`src/sv/kst_pkg.sv`:
```
// kst_pkg: shared types, constants and helpers for the knob station tuner
// used by kst_front, kst_fifo, kst_back and knob_station_tuner_unit
package kst_pkg;

  localparam int unsigned DATA_W       = 10;
  localparam int unsigned IDX_W        = 3;
  localparam int unsigned NUM_STATIONS = 6;
  localparam int unsigned MAX_STATIONS = 6;

  localparam logic [DATA_W-1:0] LOCK_CATCH_DIST = 10'd2;
  localparam logic [DATA_W-1:0] LOCK_DROP_DIST  = 10'd8;
  localparam logic [DATA_W-1:0] NEAR_CATCH_DIST = 10'd14;
  localparam logic [DATA_W-1:0] NEAR_DROP_DIST  = 10'd20;
  localparam logic [DATA_W:0]   SWITCH_MARGIN   = 11'd6;

  // register map, index = paddr / 4
  localparam logic [2:0] REG_STATION_COUNT = 3'd0;
  localparam logic [2:0] REG_VALUE_BASE    = 3'd1;

  typedef enum logic [2:0] {
    ST_FAR_BELOW = 3'd0,
    ST_BELOW     = 3'd1,
    ST_TUNED     = 3'd2,
    ST_ABOVE     = 3'd3,
    ST_FAR_ABOVE = 3'd4
  } tune_status_e;

  typedef struct packed {
    logic [IDX_W-1:0]                     count;
    logic [NUM_STATIONS-1:0][DATA_W-1:0]  value;
  } kst_cfg_t;

  function automatic logic [DATA_W-1:0] abs_diff(input logic [DATA_W-1:0] a,
                                                 input logic [DATA_W-1:0] b);
    return (a > b) ? (a - b) : (b - a);
  endfunction

endpackage

```
`src/sv/kst_front.sv`:
```
// kst_front: accepts knob words, keeps the ring window and finds its median
// one candidate per cycle; depends on kst_pkg
module kst_front #(
  parameter int unsigned WINDOW_SIZE = 5
) (
  input  logic                       clk_i,
  input  logic                       rst_ni,
  input  logic                       in_valid_i,
  output logic                       in_ready_o,
  input  logic [kst_pkg::DATA_W-1:0] reading_i,
  output logic                       push_o,
  output logic [kst_pkg::DATA_W-1:0] med_o,
  input  logic                       full_i
);
  import kst_pkg::*;

  localparam int unsigned WIN_IDX_W = (WINDOW_SIZE > 1) ? $clog2(WINDOW_SIZE) : 1;
  localparam int unsigned CNT_W     = $clog2(WINDOW_SIZE + 1);
  localparam int unsigned MID       = WINDOW_SIZE / 2;

  logic [DATA_W-1:0]    win_q [WINDOW_SIZE];
  logic [WIN_IDX_W-1:0] slot_q, slot_d;
  logic [WIN_IDX_W-1:0] cand_q, cand_d;
  logic                 busy_q, busy_d;

  logic [DATA_W-1:0] cand_val;
  logic [CNT_W-1:0]  less_cnt, le_cnt;
  logic              hit;

  // candidate is the median when at most MID words are below it
  // and more than MID are at or below it
  always_comb begin
    cand_val = win_q[cand_q];
    less_cnt = '0;
    le_cnt   = '0;
    for (int i = 0; i < WINDOW_SIZE; i++) begin
      less_cnt = less_cnt + CNT_W'(win_q[i] < cand_val);
      le_cnt   = le_cnt + CNT_W'(win_q[i] <= cand_val);
    end
    hit = (less_cnt <= CNT_W'(MID)) && (le_cnt > CNT_W'(MID));
  end

  assign in_ready_o = !busy_q;
  assign push_o     = busy_q && hit && !full_i;
  assign med_o      = cand_val;

  always_comb begin
    slot_d = slot_q;
    cand_d = cand_q;
    busy_d = busy_q;
    if (!busy_q) begin
      if (in_valid_i) begin
        slot_d = (slot_q == WIN_IDX_W'(WINDOW_SIZE - 1)) ? '0 : slot_q + 1'b1;
        cand_d = '0;
        busy_d = 1'b1;
      end
    end else if (!hit) begin
      cand_d = cand_q + 1'b1;
    end else if (!full_i) begin
      busy_d = 1'b0;
    end
  end

  always_ff @(posedge clk_i or negedge rst_ni) begin
    if (!rst_ni) begin
      slot_q <= '0;
      cand_q <= '0;
      busy_q <= 1'b0;
      for (int i = 0; i < WINDOW_SIZE; i++) begin
        win_q[i] <= '0;
      end
    end else begin
      slot_q <= slot_d;
      cand_q <= cand_d;
      busy_q <= busy_d;
      if (!busy_q && in_valid_i) begin
        win_q[slot_q] <= reading_i;
      end
    end
  end

endmodule

```
`src/sv/kst_fifo.sv`:
```
// kst_fifo: two-entry queue of medians between front and back
// depends on kst_pkg
module kst_fifo (
  input  logic                       clk_i,
  input  logic                       rst_ni,
  input  logic                       push_i,
  input  logic [kst_pkg::DATA_W-1:0] push_data_i,
  input  logic                       pop_i,
  output logic [kst_pkg::DATA_W-1:0] pop_data_o,
  output logic                       full_o,
  output logic                       empty_o
);
  import kst_pkg::*;

  logic [DATA_W-1:0] mem_q [2];
  logic              wr_q, rd_q;
  logic [1:0]        cnt_q;

  assign full_o     = (cnt_q == 2'd2);
  assign empty_o    = (cnt_q == 2'd0);
  assign pop_data_o = mem_q[rd_q];

  always_ff @(posedge clk_i) begin
    if (push_i) begin
      mem_q[wr_q] <= push_data_i;
    end
  end

  always_ff @(posedge clk_i or negedge rst_ni) begin
    if (!rst_ni) begin
      wr_q  <= 1'b0;
      rd_q  <= 1'b0;
      cnt_q <= 2'd0;
    end else begin
      if (push_i) begin
        wr_q <= !wr_q;
      end
      if (pop_i) begin
        rd_q <= !rd_q;
      end
      cnt_q <= cnt_q + {1'b0, push_i} - {1'b0, pop_i};
    end
  end

endmodule

```
`src/sv/kst_back.sv`:
```
// kst_back: nearest-station search, station switch and status machine,
// with the output register; depends on kst_pkg
module kst_back (
  input  logic                        clk_i,
  input  logic                        rst_ni,
  input  kst_pkg::kst_cfg_t           cfg_i,
  input  logic                        empty_i,
  input  logic [kst_pkg::DATA_W-1:0]  med_i,
  output logic                        pop_o,
  output logic                        out_valid_o,
  input  logic                        out_ready_i,
  output logic [kst_pkg::IDX_W-1:0]   out_index_o,
  output logic [2:0]                  out_status_o,
  output logic                        out_has_o,
  output logic [kst_pkg::DATA_W-1:0]  out_med_o
);
  import kst_pkg::*;

  localparam logic [1:0] B_IDLE = 2'd0;
  localparam logic [1:0] B_SCAN = 2'd1;
  localparam logic [1:0] B_DONE = 2'd2;

  logic [1:0]        state_q, state_d;
  logic [IDX_W-1:0]  k_q;
  logic [DATA_W-1:0] med_q;
  logic [DATA_W-1:0] best_q, best_val_q, cur_val_q;
  logic [IDX_W-1:0]  best_ix_q;
  logic [IDX_W-1:0]  tracked_q;
  tune_status_e      status_q;

  logic              out_valid_q;
  logic [IDX_W-1:0]  out_index_q;
  logic [2:0]        out_status_q;
  logic              out_has_q;
  logic [DATA_W-1:0] out_med_q;

  logic [DATA_W-1:0] sv, d;
  logic              in_use;
  logic              out_free;
  logic [DATA_W-1:0] cur_dist, cv;
  logic              sw, above;
  logic [IDX_W-1:0]  tracked_nx;
  tune_status_e      st0, st_nx;

  assign sv       = cfg_i.value[k_q];
  assign d        = abs_diff(sv, med_q);
  assign in_use   = (k_q < cfg_i.count);
  assign out_free = !out_valid_q || out_ready_i;
  assign pop_o    = (state_q == B_IDLE) && !empty_i;

  always_comb begin
    cur_dist   = abs_diff(cur_val_q, med_q);
    sw         = ({1'b0, best_q} + SWITCH_MARGIN) < {1'b0, cur_dist};
    cv         = sw ? best_val_q : cur_val_q;
    tracked_nx = sw ? best_ix_q : tracked_q;
    above      = (med_q > cv);
    if (sw) begin
      // new station's side decides far above or far below
      st0 = (cv >= med_q) ? ST_FAR_ABOVE : ST_FAR_BELOW;
    end else begin
      st0 = status_q;
    end
    st_nx = st0;
    unique case (st0)
      ST_FAR_BELOW, ST_FAR_ABOVE: begin
        if (best_q <= LOCK_CATCH_DIST) begin
          st_nx = ST_TUNED;
        end else if (best_q <= NEAR_CATCH_DIST) begin
          st_nx = above ? ST_ABOVE : ST_BELOW;
        end
      end
      ST_BELOW, ST_ABOVE: begin
        if (best_q >= NEAR_DROP_DIST) begin
          st_nx = above ? ST_FAR_ABOVE : ST_FAR_BELOW;
        end else if (best_q <= LOCK_CATCH_DIST) begin
          st_nx = ST_TUNED;
        end
      end
      ST_TUNED: begin
        if (best_q >= NEAR_DROP_DIST) begin
          st_nx = above ? ST_FAR_ABOVE : ST_FAR_BELOW;
        end else if (best_q >= LOCK_DROP_DIST) begin
          st_nx = above ? ST_ABOVE : ST_BELOW;
        end
      end
      default: st_nx = st0;
    endcase
  end

  always_comb begin
    state_d = state_q;
    unique case (state_q)
      B_IDLE:  if (!empty_i) state_d = B_SCAN;
      B_SCAN:  if (k_q == IDX_W'(NUM_STATIONS - 1)) state_d = B_DONE;
      B_DONE:  if (out_free) state_d = B_IDLE;
      default: state_d = B_IDLE;
    endcase
  end

  // datapath registers, no reset needed
  always_ff @(posedge clk_i) begin
    if (pop_o) begin
      med_q <= med_i;
      k_q   <= '0;
    end
    if (state_q == B_SCAN) begin
      k_q <= k_q + 1'b1;
      // ties keep the lower index
      if (in_use && ((k_q == '0) || (d < best_q))) begin
        best_q     <= d;
        best_ix_q  <= k_q;
        best_val_q <= sv;
      end
      if (k_q == tracked_q) begin
        cur_val_q <= sv;
      end
    end
    if ((state_q == B_DONE) && out_free) begin
      out_med_q <= med_q;
      if (cfg_i.count == '0) begin
        out_index_q  <= tracked_q;
        out_status_q <= status_q;
        out_has_q    <= 1'b0;
      end else begin
        out_index_q  <= tracked_nx;
        out_status_q <= st_nx;
        out_has_q    <= 1'b1;
      end
    end
  end

  always_ff @(posedge clk_i or negedge rst_ni) begin
    if (!rst_ni) begin
      state_q     <= B_IDLE;
      tracked_q   <= '0;
      status_q    <= ST_FAR_BELOW;
      out_valid_q <= 1'b0;
    end else begin
      state_q <= state_d;
      if ((state_q == B_DONE) && out_free) begin
        out_valid_q <= 1'b1;
        if (cfg_i.count != '0) begin
          tracked_q <= tracked_nx;
          status_q  <= st_nx;
        end
      end else if (out_ready_i) begin
        out_valid_q <= 1'b0;
      end
    end
  end

  assign out_valid_o  = out_valid_q;
  assign out_index_o  = out_index_q;
  assign out_status_o = out_status_q;
  assign out_has_o    = out_has_q;
  assign out_med_o    = out_med_q;

endmodule

```
`src/sv/knob_station_tuner_unit.sv`:
```
// knob_station_tuner_unit: top level, register file, front, queue and back
// flow: the front takes a new word only once its median scan of the last word
//   is done; the scan takes one window entry a cycle and holds a found median
//   while the queue is full; the back searches one station a cycle
// reset: rst_ni asynchronous active low; clears window, station tracking,
//   status (far below), station registers and control; datapath is not reset
module knob_station_tuner_unit #(
  parameter int unsigned WINDOW_SIZE = 5
) (
  input  logic        clk_i,
  input  logic        rst_ni,
  input  logic        s_axis_tvalid,
  output logic        s_axis_tready,
  input  logic [15:0] s_axis_tdata,  // [9:0] knob_reading
  output logic        m_axis_tvalid,
  input  logic        m_axis_tready,
  output logic [15:0] m_axis_tdata,  // [2:0] station_index, [5:3] tune_status,
                                     // [15:6] smoothed_reading
  output logic        m_axis_tuser,  // [0] has_station
  input  logic        psel,
  input  logic        penable,
  input  logic        pwrite,
  input  logic [4:0]  paddr,
  input  logic [31:0] pwdata,
  output logic [31:0] prdata,
  output logic        pready
);
  import kst_pkg::*;

  logic [2:0]        station_count_q;
  logic [DATA_W-1:0] station_value_q [NUM_STATIONS];
  logic [2:0]        reg_idx;
  logic              reg_wr;
  kst_cfg_t          cfg;

  logic              push, pop, full, empty;
  logic [DATA_W-1:0] push_med, pop_med;
  logic [IDX_W-1:0]  out_index;
  logic [2:0]        out_status;
  logic [DATA_W-1:0] out_med;

  assign pready  = 1'b1;
  assign reg_idx = paddr[4:2];
  assign reg_wr  = psel && penable && pwrite && pready;

  always_ff @(posedge clk_i or negedge rst_ni) begin
    if (!rst_ni) begin
      station_count_q <= '0;
      for (int j = 0; j < NUM_STATIONS; j++) begin
        station_value_q[j] <= '0;
      end
    end else if (reg_wr) begin
      if (reg_idx == REG_STATION_COUNT) begin
        station_count_q <= pwdata[2:0];
      end
      for (int j = 0; j < NUM_STATIONS; j++) begin
        if (reg_idx == REG_VALUE_BASE + 3'(j)) begin
          station_value_q[j] <= pwdata[DATA_W-1:0];
        end
      end
    end
  end

  always_comb begin
    prdata = '0;
    if (reg_idx == REG_STATION_COUNT) begin
      prdata = {29'd0, station_count_q};
    end
    for (int j = 0; j < NUM_STATIONS; j++) begin
      if (reg_idx == REG_VALUE_BASE + 3'(j)) begin
        prdata = {{(32 - DATA_W){1'b0}}, station_value_q[j]};
      end
    end
  end

  always_comb begin
    cfg.count = (station_count_q > 3'(MAX_STATIONS)) ? 3'(MAX_STATIONS) : station_count_q;
    for (int j = 0; j < NUM_STATIONS; j++) begin
      cfg.value[j] = station_value_q[j];
    end
  end

  kst_front #(
    .WINDOW_SIZE(WINDOW_SIZE)
  ) u_front (
    .clk_i     (clk_i),
    .rst_ni    (rst_ni),
    .in_valid_i(s_axis_tvalid),
    .in_ready_o(s_axis_tready),
    .reading_i (s_axis_tdata[DATA_W-1:0]),
    .push_o    (push),
    .med_o     (push_med),
    .full_i    (full)
  );

  kst_fifo u_fifo (
    .clk_i      (clk_i),
    .rst_ni     (rst_ni),
    .push_i     (push),
    .push_data_i(push_med),
    .pop_i      (pop),
    .pop_data_o (pop_med),
    .full_o     (full),
    .empty_o    (empty)
  );

  kst_back u_back (
    .clk_i       (clk_i),
    .rst_ni      (rst_ni),
    .cfg_i       (cfg),
    .empty_i     (empty),
    .med_i       (pop_med),
    .pop_o       (pop),
    .out_valid_o (m_axis_tvalid),
    .out_ready_i (m_axis_tready),
    .out_index_o (out_index),
    .out_status_o(out_status),
    .out_has_o   (m_axis_tuser),
    .out_med_o   (out_med)
  );

  assign m_axis_tdata = {out_med, out_status, out_index};

  a_no_push_full: assert property (@(posedge clk_i) disable iff (!rst_ni)
    !(push && full))
    else $error("median pushed into full queue");

  a_no_pop_empty: assert property (@(posedge clk_i) disable iff (!rst_ni)
    !(pop && empty))
    else $error("median popped from empty queue");

  a_one_at_front: assert property (@(posedge clk_i) disable iff (!rst_ni)
    (s_axis_tvalid && s_axis_tready) |=> !s_axis_tready)
    else $error("front took a word while its median scan runs");

  a_index_range: assert property (@(posedge clk_i) disable iff (!rst_ni)
    m_axis_tvalid |-> (m_axis_tdata[2:0] < 3'(MAX_STATIONS)))
    else $error("tracked station index out of range");

endmodule
```
`config.mk`:
```
export PLATFORM = sky130hd
export DESIGN_NAME = knob_station_tuner_unit
export DESIGN_NICKNAME = d
export VERILOG_FILES = /design/src/sv/kst_pkg.sv /design/src/sv/kst_front.sv /design/src/sv/kst_fifo.sv /design/src/sv/kst_back.sv /design/src/sv/knob_station_tuner_unit.sv
export SDC_FILE = /design/constraint.sdc
export NUM_CORES = 1
export LEC_CHECK = 0
export BUFFER_PORTS_ARGS = -buffer_cell sky130_fd_sc_hd__buf_4
export CORE_AREA = 8 8 174 176
export CTS_CLUSTER_DIAMETER = 30
export DETAILED_ROUTE_END_ITERATION = 8
export DIE_AREA = 0 0 182 184
export PLACE_DENSITY = 0.68
export SKIP_CTS_REPAIR_TIMING = 1
export SYNTH_ARGS = -nofsm -noshare
export SYNTH_HDL_FRONTEND = slang
export SYNTH_SLANG_ARGS = --single-unit
```
`constraint.sdc`:
```
create_clock -name clk_i -period 15.6 [get_ports clk_i]
set_input_delay 1.56 -clock clk_i [delete_from_list [all_inputs] [get_ports clk_i]]
set_output_delay 1.56 -clock clk_i [all_outputs]
set_load 0.02 [all_outputs]
```
==> results.sh <==
export IMPL_outcome="finished, final reports clean"
export IMPL_start_util_pct=49.1
export IMPL_dr_total_vias=9522
export IMPL_gp_congestion=0.892
export IMPL_final_cell_mix="ha_1, dfrtp_1, mux2_2"
export IMPL_crit_chain="nor2b_1 > a21oi_1 > o22a_1 > ha_1 > a21o_1 > a21o_1 > a21oi_1 > nor2_1 > a2111oi_0 > a31o_2 > fa_1 > ha_1 > fa_1 > a21oi_1 > a211o_1 > a211o_1 > nor2_1"
export IMPL_track_usage_pct=19.2
export IMPL_synth_ff_type="dfrtp_1"
export IMPL_routed_via_density=5.66
export IMPL_antenna_found_initial=0
export IMPL_row_count=61
export IMPL_ys_types=67
export IMPL_synthArstFlopShare_pct=61.6
export IMPL_syn_inst=1215
export IMPL_cp_slowest_stage_delay_ns=0.95
export IMPL_h_tree_depth=2
export IMPL_max_slew_worst_pin_slew_ns=1.21
export IMPL_routedWlPerCell_um=19.1
export IMPL_cts_root_buf="clkbuf_16"
export IMPL_critPathArrivalTime_ns=7.19
export IMPL_antennaDiodeCount=0
export IMPL_crit_top_cell="a21oi_1"
export IMPL_clock_skew_ns=0.0349
export IMPL_syn_to_final_growth_pct=19.1
export IMPL_worst_setup_path_end_kind="flop"
export IMPL_drt_iter0_drc=535
export IMPL_dr_pass1_iters=4
export IMPL_numCtsBuffers=51
export IMPL_synth_area_um2=13500
export IMPL_fin_crit_sh_pct=45.1
export IMPL_antenna_left=0
export IMPL_cp_max_fo=14
export IMPL_dp_hpwl_mm=22.6
export IMPL_grt_ovfl_total=0
export IMPL_port_buffers=58
export IMPL_wirelength_mm=32.2
export IMPL_period_minus_slack_ns=7.03
export IMPL_grt_max_degree=72
export IMPL_ios=112
export IMPL_synth_edff_count=83
export IMPL_fin_nets=1494
export IMPL_avgSynthCellArea_um2=11.1
export IMPL_drive_above_1_share_pct=23.1
export IMPL_fp_dieW_um=182
export IMPL_ctsLongestPathBuffers=3
export IMPL_maxSlewHeadroom_pct=18.8
export IMPL_yosys_warnings=0
export IMPL_max_freq_mhz=142
export IMPL_hold_class="reg2reg"
export IMPL_rsz0062_at_grt="false"
export IMPL_yosysTopAreaCell="dfrtp_1"
export IMPL_grt_pass1_wl_mm=51.9
export IMPL_remaining_drc_errors=0
export IMPL_cap_viol_max_count=0
export IMPL_grt_pass1_vias=9807
export IMPL_cts_sinks=216
export IMPL_yosys_register_bits=216
export IMPL_core_area_um2=27500
export IMPL_finalSetupViolCount=0
export IMPL_die_y_um=184
export IMPL_cp_start_kind="flop"
export IMPL_worstSkewPairLatency_ns=0.57
export IMPL_rrSetupSlack_ns=8.57
export IMPL_cts_tree="yes"
export IMPL_hold_viol_final=0
export IMPL_drv_slew=0
export IMPL_crit_type="reg2reg"
export IMPL_synthTopCellsByArea="dfrtp_1, edfxtp_1, ha_1"
export IMPL_yosysSeqAreaShare_pct=43.1
export IMPL_tns_ns=0
export IMPL_die_area_um2=33500
export IMPL_cp_slowest_cell="nor2b_1"
export IMPL_synth_top_area_share_pct=24.7
export IMPL_critPathRequiredTime_ns=15.76
export IMPL_clk_pin_slew_ns=0.05
[critical path: cells and delay by family, from the launching register on]
kind	cells	cell delay, ns
flops	1	0.67
compound gates	10	2.79
fa+ha+maj	4	1.45
simple gates	3	1.73
[Yosys cell counts (all sizes together) (5+ instances only)]
| library cell | n |
|---|---|
| nand2b | 13 |
| nand3 | 15 |
| mux4 | 13 |
| nand2 | 47 |
| nor2 | 90 |
| o22ai | 5 |
| nor2b | 16 |
| o21ai | 64 |
| mux2i | 51 |
| a21o | 21 |
| a221oi | 10 |
| fa | 8 |
| a31oi | 5 |
| edfxtp | 83 |
| dfrtp | 133 |
| o21a | 15 |
| a21oi | 81 |
| buf | 36 |
| clkbuf | 25 |
| inv | 96 |
| o22a | 8 |
| nor3 | 8 |
| mux2 | 124 |
| xor2 | 7 |
| ha | 133 |
| nand4 | 16 |
| o21bai | 7 |
| xnor2 | 24 |
[worst paths after layout]
path	endpoint	depth (start not counted)	start
worst min register to register	u_back.tracked_q[2]	1	u_back.best_ix_q[2]
worst min-delay path	u_back.tracked_q[2]	1	u_back.best_ix_q[2]
worst max-delay path	u_fifo.mem_q[1][3]	17	u_front.cand_q[2]
max in group asynchronous	u_back.status_q[1]	2	rst_ni
worst max register to register	u_fifo.mem_q[1][3]	17	u_front.cand_q[2]
min in group asynchronous	u_front.slot_q[0]	1	rst_ni
[area by class of cell]
class	count	area, um2
Clock inverter	36	502
Tap cell	346	433
Clock buffer	60	1370
Multi-Input combinational cell	862	7100
Fill cell	2283	11400
Timing Repair Buffer	65	492
Inverter	97	364
Sequential cell	216	5820
[per-layer routing]
layer	part of all wire, %	track usage (%)	wire (um)
met1	45	24.4	14400
met2	48	32.4	15500
met3	4.3	3.14	1390
met4	2.9	7.94	926
met5	0	0	0
[sequential cells by signal, summed over array words and instances (netlist names), 2 cells and up]
| register | cells |
|---|---|
| u_back.out_status_o | 3 |
| u_back.cur_val_q | 10 |
| u_fifo.cnt_q | 2 |
| u_front.cand_q | 3 |
| u_back.k_q | 3 |
| u_back.best_q | 10 |
| station_count_q | 3 |
| u_back.out_index_o | 3 |
| u_front.win_q | 50 |
| u_back.med_q | 10 |
| u_front.slot_q | 3 |
| u_back.out_med_o | 10 |
| u_back.state_q | 2 |
| u_back.best_ix_q | 3 |
| u_back.tracked_q | 3 |
| u_fifo.mem_q | 20 |
| cfg | 60 |
| u_back.best_val_q | 10 |
| u_back.status_q | 3 |
[logic make-up after synthesis]
group / synth area share, %
flip-flops: 43.1
multiplexers: 16.3
XOR/XNOR: 2.01
adder cells (fa/ha/maj): 13.5
AO/OA/AOI/OAI: 12.0
AND/OR/NAND/NOR: 7.83
other: 0.0556
buffers and inverters: 5.20
[through the flow]
stage / cell area, um2 / hold slack (ns) / worst slack [ns] / std cells / utilization (%)
CTS: 16100 / 0.502 / 8.58 / 1682 / 58.5
floorplan: 13600 / 0.452 / 8.97 / 1236 / -
finish: 16100 / 0.496 / 8.57 / 1682 / 58.5
global placement: 14200 / 0.481 / 8.66 / 1586 / 51.7
global route: 16100 / 0.517 / 8.28 / 1682 / 58.5
detailed placement: 14200 / 0.495 / 8.62 / 1586 / 51.7
Power is not shown: default switching activity piles up to over one toggle a cycle in this logic, so the estimate is an artifact.
